`config.mk`:
```
export PLATFORM = sky130hd
export DESIGN_NAME = dmw_offset
export DESIGN_NICKNAME = d
export VERILOG_FILES = /design/src/sv/displacement_map_warp_assert.svh /design/src/sv/dmw_pkg.sv /design/src/sv/dmw_offset.sv
export SDC_FILE = /design/constraint.sdc
export NUM_CORES = 1
export LEC_CHECK = 0
export ABC_AREA = 1
export BUFFER_PORTS_ARGS = -buffer_cell sky130_fd_sc_hd__buf_2
export CAP_MARGIN = 5
export CORE_MARGIN = 5
export CORE_UTILIZATION = 30
export CTS_BUF_LIST = sky130_fd_sc_hd__clkbuf_4 sky130_fd_sc_hd__clkbuf_8 sky130_fd_sc_hd__clkbuf_16
export DETAILED_ROUTE_END_ITERATION = 16
export PLACE_DENSITY_LB_ADDON = 0.25
export SLEW_MARGIN = 25
export SYNTH_ARGS = -nofsm -noshare
export SYNTH_HDL_FRONTEND = slang
export SYNTH_SLANG_ARGS = --single-unit
```
`constraint.sdc`:
```
create_clock -name i_clk -period 7 [get_ports i_clk]
set_input_delay 0.7 -clock i_clk [delete_from_list [all_inputs] [get_ports i_clk]]
set_output_delay 0.7 -clock i_clk [all_outputs]
set_load 0.05 [all_outputs]
```
`src/sv/displacement_map_warp_assert.svh`:
```
// ----------------------------------------------------------------------------
// Assertion macros for the displacement map warp block.
// Each macro checks one implication on the rising clock edge, with the
// check disabled while reset is asserted.
// ----------------------------------------------------------------------------
`ifndef DISPLACEMENT_MAP_WARP_ASSERT_SVH
`define DISPLACEMENT_MAP_WARP_ASSERT_SVH
`ifndef SYNTHESIS
// Same-cycle implication.
`define DMW_ASSERT_IMP(label, clk, rst_n, ante, cons) \
    label: assert property (@(posedge clk) disable iff (!rst_n) (ante) |-> (cons)) \
        else $error("displacement_map_warp: same-cycle check failed");
// Next-cycle implication.
`define DMW_ASSERT_NXT(label, clk, rst_n, ante, cons) \
    label: assert property (@(posedge clk) disable iff (!rst_n) (ante) |=> (cons)) \
        else $error("displacement_map_warp: next-cycle check failed");
`else
`define DMW_ASSERT_IMP(label, clk, rst_n, ante, cons)
`define DMW_ASSERT_NXT(label, clk, rst_n, ante, cons)
`endif
`endif

```
`src/sv/dmw_pkg.sv`:
```
// ----------------------------------------------------------------------------
// dmw_pkg
// Shared types and constants of the displacement map warp block.
// ----------------------------------------------------------------------------
`default_nettype none

package dmw_pkg;

    // Item modes.
    localparam logic MODE_LOAD  = 1'b0;
    localparam logic MODE_QUERY = 1'b1;

    // Configuration port.
    localparam int CFG_IDX_W  = 3;
    localparam int CFG_DATA_W = 11;

    localparam logic [CFG_IDX_W-1:0] CFG_FRAME_WIDTH  = 3'd0;
    localparam logic [CFG_IDX_W-1:0] CFG_FRAME_HEIGHT = 3'd1;
    localparam logic [CFG_IDX_W-1:0] CFG_MAX_HORIZ    = 3'd2;
    localparam logic [CFG_IDX_W-1:0] CFG_MAX_VERT     = 3'd3;
    localparam logic [CFG_IDX_W-1:0] CFG_HORIZ_SRC    = 3'd4;
    localparam logic [CFG_IDX_W-1:0] CFG_VERT_SRC     = 3'd5;

    // Map channel selections; every other code selects luminance.
    localparam logic [2:0] SEL_RED   = 3'd0;
    localparam logic [2:0] SEL_GREEN = 3'd1;
    localparam logic [2:0] SEL_BLUE  = 3'd2;
    localparam logic [2:0] SEL_ALPHA = 3'd3;

    // Luminance weights over 256.
    localparam logic [15:0] LUMA_WR = 16'd77;
    localparam logic [15:0] LUMA_WG = 16'd150;
    localparam logic [15:0] LUMA_WB = 16'd29;

    // Full scale of an 8.8 channel value (255 * 256).
    localparam logic signed [17:0] FULL_SCALE = 18'sd65280;

    // Bias that makes the scaled product non-negative before the divide by 255.
    localparam int            DIV_BIAS_Q = 1024;
    localparam logic signed [20:0] DIV_BIAS = 21'sd261120;

    // Pixel word width.
    localparam int PIX_W = 32;

    // Load enables of the offset pipeline stages.
    typedef struct packed {
        logic s2;
        logic s3;
        logic s4;
        logic s5;
    } t_adv;

endpackage

`default_nettype wire

```
`src/sv/dmw_offset.sv`:
```
// ----------------------------------------------------------------------------
// dmw_offset
// Turns the map pixel into a biased whole-pixel offset for one axis.
// ----------------------------------------------------------------------------
`default_nettype none

module dmw_offset import dmw_pkg::*; (
    input  wire logic               i_clk,
    input  wire logic [PIX_W-1:0]   i_pixel,
    input  wire logic [2:0]         i_sel,
    input  wire logic signed [10:0] i_max,
    input  wire t_adv               i_adv,
    output logic      [11:0]        o_qc
);

    logic [7:0]         w_r;
    logic [7:0]         w_g;
    logic [7:0]         w_b;
    logic [7:0]         w_a;
    logic [15:0]        w_luma;
    logic [15:0]        w_v;
    logic signed [17:0] w_t;
    logic signed [28:0] w_prod;
    logic signed [20:0] w_m;
    logic [18:0]        w_mp;
    logic [27:0]        w_x257;
    logic [19:0]        w_rem;
    logic [11:0]        n_qc;

    logic signed [17:0] r_t;
    logic signed [28:0] r_prod;
    logic [18:0]        r_mp;
    logic [11:0]        r_qe;
    logic [11:0]        r_qc;

    // Channel value in 8.8 fixed point, then centered around zero.
    assign w_r    = i_pixel[7:0];
    assign w_g    = i_pixel[15:8];
    assign w_b    = i_pixel[23:16];
    assign w_a    = i_pixel[31:24];
    assign w_luma = LUMA_WR * {8'd0, w_r} + LUMA_WG * {8'd0, w_g} + LUMA_WB * {8'd0, w_b};

    always_comb begin
        case (i_sel)
            SEL_RED:   w_v = {w_r, 8'h00};
            SEL_GREEN: w_v = {w_g, 8'h00};
            SEL_BLUE:  w_v = {w_b, 8'h00};
            SEL_ALPHA: w_v = {w_a, 8'h00};
            default:   w_v = w_luma;
        endcase
    end

    assign w_t = $signed({1'b0, w_v, 1'b0}) - FULL_SCALE;

    // Scale by the largest displacement.
    assign w_prod = 29'(r_t) * 29'(i_max);

    // Floor divide by 256 is an arithmetic shift; the bias keeps the value
    // non-negative so the divide by 255 works on an unsigned number.
    assign w_m    = 21'(r_prod >>> 8);
    assign w_mp   = 19'(w_m + DIV_BIAS);
    assign w_x257 = {9'd0, w_mp} + {1'b0, w_mp, 8'd0};

    // The reciprocal estimate is low by at most one; fix it with the remainder.
    assign w_rem = 20'(r_mp) - {r_qe, 8'd0} + 20'(r_qe);
    assign n_qc  = (w_rem >= 20'd255) ? (r_qe + 12'd1) : r_qe;

    // Stage registers advance with the shared pipeline.
    always_ff @(posedge i_clk) begin
        if (i_adv.s2) begin
            r_t <= w_t;
        end
        if (i_adv.s3) begin
            r_prod <= w_prod;
        end
        if (i_adv.s4) begin
            r_mp <= w_mp;
            r_qe <= w_x257[27:16];
        end
        if (i_adv.s5) begin
            r_qc <= n_qc;
        end
    end

    assign o_qc = r_qc;

endmodule

`default_nettype wire

```
Yosys cells after proc, flatten, opt, wreduce, memory -nomap -nowiden
Cells that the tools add are included.
{"block": "totals", "register_bits": 88, "inputBits": 51}
{"block": "classes", "add_sub_neg": 8, "n_mul": 4, "magnitude_cmp": 1, "eq_ne": 3, "n_mux": 2, "n_reduce_logical": 1}
{"cell": "case mux 16 bit (4 select lines)", "count": 1}
{"cell": "multiplier 7 x 8 -> 15 bit (first input constant)", "count": 2}
{"cell": "adder 19 x 27 -> 28 bit", "count": 1}
{"cell": "multiplier 18 x 11 -> 27 bit", "count": 1}
{"cell": "adder 20 x 12 -> 20 bit", "count": 1}
{"cell": "greater-or-equal comparator 20 x 8 -> 1 bit (second input constant)", "count": 1}
{"cell": "subtractor 19 x 20 -> 20 bit", "count": 1}
{"cell": "adder 19 bit (second input constant)", "count": 1}
{"cell": "subtractor 17 x 16 -> 18 bit (second input constant)", "count": 1}
{"cell": "adder 15 x 16 -> 16 bit", "count": 1}
{"cell": "adder 16 x 13 -> 16 bit", "count": 1}
{"cell": "multiplier 5 x 8 -> 13 bit (first input constant)", "count": 1}
{"cell": "adder 12 x 1 -> 12 bit (second input constant)", "count": 1}
{"cell": "2-to-1 mux 12 bit", "count": 1}
{"cell": "== test 3 x 2 -> 1 bit (second input constant)", "count": 2}
{"cell": "== test 3 x 1 -> 1 bit (second input constant)", "count": 1}
{"cell": "logical NOT 3 bit", "count": 1}

Depth between registers and ports, before layout
Gate-level depths: netlist of run 1.
{"block": "depth", "depth_word": 5, "depth_mapped": 33}

Least setup slack after synthesis of run 1
No wires, ideal clock.
{"block": "synth_path", "kind": "input-to-reg", "startpoint": "input port i_pixel[12]", "endpoint": "register r_t[13], data pin", "setup_time_ns": 0.258, "arrival_ns": 6.432, "slack_ns": 0.310, "path_stages": 25, "n_path_buf": 0, "cell_sequence": "ha_1 > ha_1 > inv_1 > fa_1 > fa_1 > inv_1 > ha_1 > inv_1 > xor2_1 > fa_1 > fa_1 > inv_1 > fa_1 > fa_1 > inv_1 > ha_1 > a21oi_1 > inv_1 > nor2_1 > nand2_1 > o21ai_0 > nand2_1 > nor3_2 > nand2_1 > xor2_1"}
{"block": "synth_between", "elab_chain_len": 5}
{"element": "start, declared", "line_no": "dmw_offset.sv:9", "text": "input wire logic [PIX_W-1:0] i_pixel,"}
{"element": "multiplier 7 x 8 -> 15 bit", "line_no": "dmw_offset.sv:41", "text": "assign w_luma = LUMA_WR * {8'd0, w_r} + LUMA_WG * {8'd0, w_g} + LUMA_WB * {8'd0, w_b};"}
{"element": "adder 15 x 16 -> 16 bit", "line_no": "dmw_offset.sv:41"}
{"element": "adder 16 x 13 -> 16 bit", "line_no": "dmw_offset.sv:41"}
{"element": "case mux 16 bit (4 select lines) *", "line_no": "dmw_offset.sv:44", "text": "case (i_sel)"}
{"element": "subtractor 17 x 16 -> 18 bit *", "line_no": "dmw_offset.sv:53", "text": "assign w_t = $signed({1'b0, w_v, 1'b0}) - FULL_SCALE;"}
{"element": "via w_t[13]", "line_no": "dmw_offset.sv:22", "text": "logic signed [17:0] w_t;"}
{"element": "end signal, assigned", "line_no": "dmw_offset.sv:71", "text": "r_t <= w_t;"}
{"element": "end, declared", "line_no": "dmw_offset.sv:30", "text": "logic signed [17:0] r_t;"}
The timed path passes the listed nets; every way through them passes the cells marked *.
A chain may end at the register's enable or synchronous reset.

Worst setup path after layout of run 1
Same ends and word-level chain as after synthesis.

==> results of run 1 <==
==> cell usage after synthesis <==
master	instances
nand4_1	27
clkbuf_1	40
o22ai_1	2
nand2_2	5
and2_1	2
a21o_1	5
a221oi_1	3
a22oi_1	4
xnor2_1	22
a21boi_0	1
nor4_1	4
o2111ai_1	4
a211oi_1	1
nand3_1	76
buf_6	1
and3_1	1
inv_2	5
nor2_1	80
a21oi_1	69
o221ai_1	2
nand2_1	446
o21bai_1	3
o31ai_1	1
ha_1	186
or2_2	16
edfxtp_1	79
nor3_1	13
o21a_1	1
fa_1	220
buf_2	3
o2111ai_2	1
a21oi_2	4
nor2_4	3
o21ai_0	27
nor2_2	8
xor2_1	53
nand3_2	1
nor3_2	1
nand3b_1	6
inv_1	488
a31oi_1	3
==> worst max-delay path, cell delays in order <==
cell and delay (ns):
buf_2 0.11, ha_1 0.29, ha_1 0.27, inv_1 0.05
fa_1 0.49, fa_1 0.52, inv_1 0.07, ha_4 0.28
inv_2 0.05, xor2_2 0.17, fa_1 0.48, fa_1 0.52
inv_1 0.05, fa_1 0.46, fa_1 0.54, inv_1 0.04
ha_1 0.33, a21oi_1 0.18, inv_1 0.07, nor2_1 0.10
nand2_1 0.08, o21ai_1 0.17, nand2_1 0.15, nor3_4 0.29
nand2_1 0.10, xor2_1 0.16
==> state kept, by name (all words and copies together) (netlist names) <==
register,count
r_mp,19
r_t,17
r_qe,12
o_qc,12
r_prod,19
==> cell families after synthesis <==
| group | count (synthesis) |
|---|---|
| xor+xnor | 75 |
| fa+ha+maj | 406 |
| buf+inv | 537 |
| flops | 79 |
| simple gates | 689 |
| compound gates | 131 |
==> layout by cell type (no fill, tap or decap), types with 5 or more instances in the layout <==
| cell | Yosys | final |
|---|---|---|
| a21o_1 | 5 | 5 |
| nand2_2 | 5 | 5 |
| fa_1 | 220 | 220 |
| xnor2_1 | 22 | 22 |
| nand3b_1 | 6 | 6 |
| nor2_1 | 80 | 76 |
| nand3_1 | 76 | 76 |
| nand4_1 | 27 | 27 |
| edfxtp_1 | 79 | 79 |
| inv_1 | 488 | 487 |
| buf_2 | 3 | 62 |
| a21oi_2 | 4 | 7 |
| or2_2 | 16 | 16 |
| buf_4 | 0 | 21 |
| inv_2 | 5 | 6 |
| clkbuf_16 | 0 | 9 |
| nor2_2 | 8 | 12 |
| xor2_1 | 53 | 52 |
| o21ai_0 | 27 | 25 |
| ha_1 | 186 | 185 |
| a21oi_1 | 69 | 66 |
| nor3_1 | 13 | 13 |
| nand2_1 | 446 | 446 |
==> final timing paths <==
kind,end,slack (ns),cells past startpoint
max,r_t[13]$_DFFE_PP_,0.40,26
min,r_mp[5]$_DFFE_PP_,0.46,0
max reg2reg,r_prod[25]$_DFFE_PP_,1.41,18
min reg2reg,r_mp[5]$_DFFE_PP_,0.46,0
==> layout make-up <==
type | instances | area share (%)
Multi-Input combinational cell | 1301 | 65.4
Sequential cell | 79 | 14.0
Inverter | 493 | 10.9
Tap cell | 680 | 5.01
Timing Repair Buffer | 83 | 2.75
Clock buffer | 9 | 1.33
Clock inverter | 7 | 0.641
Antenna cell | 1 | 0.0147
==> per-layer routing <==
layer / GRT usage, % / up-vias / share of wire, %
met1: 18.1 / 5699 / 46
li1: - / 5932 / -
met3: 2.01 / 44 / 3.3
met2: 23.5 / 166 / 49
met4: 3.24 / 2 / 1.8
met5: 0 / - / 0.019
==> per-stage QoR <==
step	utilization, %	instance area (µm²)	setup TNS [ns]
floorplan	-	15500	0
global placement	32.4	16600	-0.769
finish	33.2	17000	0
CTS	33.1	16900	0
global route	33.2	17000	-0.0236
detailed placement	32.4	16600	-1.41
==> what timing repair did <==
item | CTS | global route
hold buffers | 0 | 0
endpoints found under the setup margin | 0 | 7
gates resized for setup | 0 | 13
setup buffers | 0 | 1
==> flow_metrics.tcl, run 1 <==
set metrics [dict create \
    syn_avg_cell_area_um2 8.07 \
    grt_usage_pct 13.6 \
    wl_per_cell_um 13.8 \
    dr.pass1.iters 5 \
    grt_pass1_vias 12600 \
    nets 2424 \
    synthAdderAreaFrac_pct 43.5 \
    endpoint_kind "flop" \
    min_period_ns 6.60 \
    ant_nets 0 \
    cts_tree "built" \
    slew_headroom_pct 55.1 \
    grt_overflow 0 \
    worstHoldStart "r_prod[13]$_DFFE_PP_" \
    r2r_start "r_t[17]$_DFFE_PP_" \
    layout-area-overhead-vs-synth_pct 9.87 \
    fin_skew_ns 0.0139 \
    routed_wl_um 36700 \
    slew_violations 0 \
    ys_ff_latch 79 \
    dr.first_iter.drc_count 553 \
    multiInputGateArea_mm2 0.0111 \
    arrival_ns 6.71 \
    fin_crit_sh_pct 94.3 \
    register_area_mm2 0.00237 \
    path_class "input pin to flop" \
    synth_top_area_share_pct 28.5 \
    drive_gt1_share_pct 7.76 \
    pre_cts_slack_ns -0.267 \
    finalSetupViolations 0 \
    setup.worst_path.start "i_pixel[12]" \
    drc_errors 0 \
    vias 11800 \
    hold_viol 0 \
    synth_xor_area_share_pct 4.25 \
    synth_cell_type_count 41 \
    synth_simple_gate_area_share_pct 18.8 \
    status "completed" \
    grt_max_degree 32 \
    drv_cap 0 \
    port_buffers 62 \
    setup_slack_ns 0.399 \
    fin_hold_ws_ns 0.463 \
    start_util_pct 30.2 \
    cp-start-kind "input pin" \
    h-tree-depth 3 \
    synthCells 1917 \
    placed_cells_incl_taps 2635 \
    io_pins 63 \
    fp.dieH_um 237 \
    clk_latency_ns 0.36 \
    place_hpwl_um 31900 \
    synth_top_family_by_area "adder cells" \
    instances_no_fill 2653 \
    synthesis.nets 2374 \
    yosys_warnings 0 \
    root_buffer "clkbuf_16" \
    numCtsBuffers 9 \
    crit_fanout 5 \
    core-area_mm2 0.0512 \
    std_cell_rows 83 \
    via_per_inst 4.46 \
    worst_pin_slew_ns 0.673 \
    grt_pass1_wl_um 63100 \
    syn_area_mm2 0.0155 \
    fmax_mhz 152 \
    place.gp.congestion 0.878 \
    post_synth_mux_area_share_pct 0 \
    clkSinkCount 79 \
    clkTransAtPathRegs_ns 0.07 \
    holdCritPathClass "flop to flop" \
    clock_path_buffers 2 \
    synth.area.top_cells "fa_1 28%, edfxtp_1 15%, ha_1 15%" \
    n_fill_cell 5463 \
    dieWidth_um 237 \
    antenna_found_initial 2 \
    fp.dieArea_mm2 0.0562 \
    synth_compound_area_share_pct 4.92 \
    required_ns 7.11 \
    synth_top_area_cell "fa_1" \
    ys_seq_area_share_pct 15.3 \
]
Power of run 1 is not shown: default switching activity piles up to over one toggle a cycle in this logic, so the estimate is an artifact.
==> run 2, diff against run 1 <==
Settings changed: ABC_AREA 1 to 0, SETUP_SLACK_MARGIN set to 0.2.
==> flow_metrics.tcl, run 2 <==
set metrics [dict create \
    io_pins 63 \
    ys_seq_area_share_pct 16.6 \
    dr.pass1.iters 5 \
    dr.first_iter.drc_count 380 \
    place_hpwl_um 27200 \
    dieWidth_um 229 \
    hold_viol 0 \
    clk_latency_ns 0.35 \
    routed_wl_um 31200 \
    yosysMostFrequentCell "inv_1" \
    clkSinkCount 79 \
    ys_ff_latch 79 \
    grt_pass1_vias 10700 \
    crit_fanout 4 \
    largestRegisters "r_mp (19), r_prod (19), r_t (17)" \
    grt_usage_pct 12.5 \
    fmax_mhz 151 \
    clock_path_buffers 2 \
    synthesis.nets 1906 \
    syn_avg_cell_area_um2 9.89 \
    worst_pin_slew_ns 0.671 \
    cp-start-kind "input pin" \
    ant_nets 0 \
    antenna_found_initial 2 \
    layout-area-overhead-vs-synth_pct 11.6 \
    fin_crit_sh_pct 94.8 \
    numCtsBuffers 9 \
    synth.area.top_cells "fa_1 31%, edfxtp_1 17%, ha_1 16%" \
    root_buffer "clkbuf_16" \
    clkTransAtPathRegs_ns 0.06 \
    ys_async_sr_fraction_pct 0 \
    core-area_mm2 0.0474 \
    grt_max_degree 32 \
    slew_violations 0 \
    yosys-top-cells-count "305 x inv_1, 220 x fa_1, 186 x ha_1" \
    final_cell_mix "304 x inv_1, 219 x fa_1, 176 x ha_1, 119 x nand2_1, 95 x and2_1" \
    synth_top_area_share_pct 30.7 \
    slew_headroom_pct 55.3 \
    required_ns 7.10 \
    place.gp.congestion 0.822 \
    fin_skew_ns 0.00955 \
    path_class "input pin to flop" \
    drv_cap 0 \
    fin_hold_ws_ns 0.462 \
    fp.dieArea_mm2 0.0522 \
    grt_overflow 0 \
    status "completed" \
    fp.dieH_um 229 \
    synth_cell_type_count 68 \
    min_period_ns 6.63 \
    cts_tree "built" \
    multiInputGateArea_mm2 0.0109 \
    finalSetupViolations 0 \
    std_cell_rows 80 \
    yosys_warnings 0 \
    port_buffers 62 \
    drive_gt1_share_pct 10.8 \
    arrival_ns 6.73 \
    endpoint_kind "flop" \
    synth_flop_cell "edfxtp_1" \
    vias 9769 \
    rsz0062_at_grt "no" \
    holdCritPathClass "flop to flop" \
    synthCells 1449 \
    synth_top_area_cell "fa_1" \
    n_fill_cell 4961 \
    start_util_pct 30.2 \
    cts_hold_buf 0 \
    syn_area_mm2 0.0143 \
    wl_per_cell_um 14.6 \
    synth-edff-count 79 \
    h-tree-depth 3 \
    drc_errors 0 \
    register_area_mm2 0.00237 \
    via_per_inst 4.57 \
    final_common_cell "inv_1" \
    grt_pass1_wl_um 54100 \
    nets 1973 \
]
[run 2: cell types whose count changed in the layout (fill, tap and decap cells not counted), moves of 32 or more]
cell     delta
nand2_1   -327
nand3_1    -63
xor2_1     -32
xnor2_1    +39
inv_1     -183
and2_1     +93
[run 2: worst paths after layout]
path                     endpoint  slack [ns]                  from  cells after the start
max             r_t[16]$_DFFE_PP_        0.37           i_pixel[12]                     26
min             r_mp[6]$_DFFE_PP_        0.46  r_prod[14]$_DFFE_PP_                      0
min reg2reg     r_mp[6]$_DFFE_PP_        0.46  r_prod[14]$_DFFE_PP_                      0
max reg2reg  r_prod[26]$_DFFE_PP_        0.93  r_t[6]$_SDFFCE_PN0P_                     19
[run 2: kinds of logic (layout without fill, tap and decap cells)]
family,after synthesis,in the layout,synth area share [%]
other,0,1,0
muxes,13,13,1.62
AOI/OAI and AO/OA,148,148,7.01
and+or+nand+nor,378,378,13.7
xor gates and xnor gates,82,82,5.01
adders and majority gates,406,406,47.0
buffers and inverters,343,415,9.09
DFF,79,79,16.6
[run 2: cell type report]
cell class,count,share of cell area [%]
inverters,305,7.16
repair buffers,94,3.45
diodes,1,0.0157
clock buffers,9,1.41
clock inverters,7,0.345
well taps,615,4.82
flip-flops and latches,79,14.8
multi-input cells,1027,68.0
[run 2: routing by layer]
layer  up-vias  share of wire (%)  track usage (%)
met5         -              0.022                0
met4         2                1.4             2.80
met3        29                2.0             1.45
met2        97                 54             23.9
met1      4848                 43             15.0
li1       4793                  -                -
[run 2: per-stage QoR]
step / utilization, % / setup WS [ns] / cell area, µm² / instances / setup TNS, ns
after floorplan: - / 0.201 / 14400 / 1449 / 0
after global placement: 32.7 / -0.106 / 15500 / 2118 / -0.263
after detailed placement: 32.7 / -0.140 / 15500 / 2118 / -0.379
after CTS: 33.3 / 0.250 / 15800 / 2134 / 0
after global routing: 33.7 / 0.190 / 16000 / 2136 / 0
final: 33.7 / 0.366 / 16000 / 2137 / 0
[run 2: timing repair]
action                     CTS  global route
setup buffers                0             2
setup endpoints to repair    0             5
resized for setup            0            25
[run 2: critical path: stages]
cell and delay [ns]:
buf_2 0.11, ha_1 0.28, ha_1 0.27, inv_1 0.05, fa_1 0.46, fa_1 0.49
inv_1 0.06, ha_4 0.29, a21boi_2 0.16, nor2_1 0.06, xnor2_1 0.16, ha_1 0.26
fa_1 0.49, inv_1 0.06, fa_2 0.57, fa_1 0.42, inv_2 0.08, ha_4 0.19
and3_1 0.17, and3_4 0.15, or4_4 0.50, a31o_4 0.25, a21oi_2 0.12, xnor2_1 0.14
o21ai_2 0.08, xor2_1 0.16
Power of run 2 is left out for the same reason.
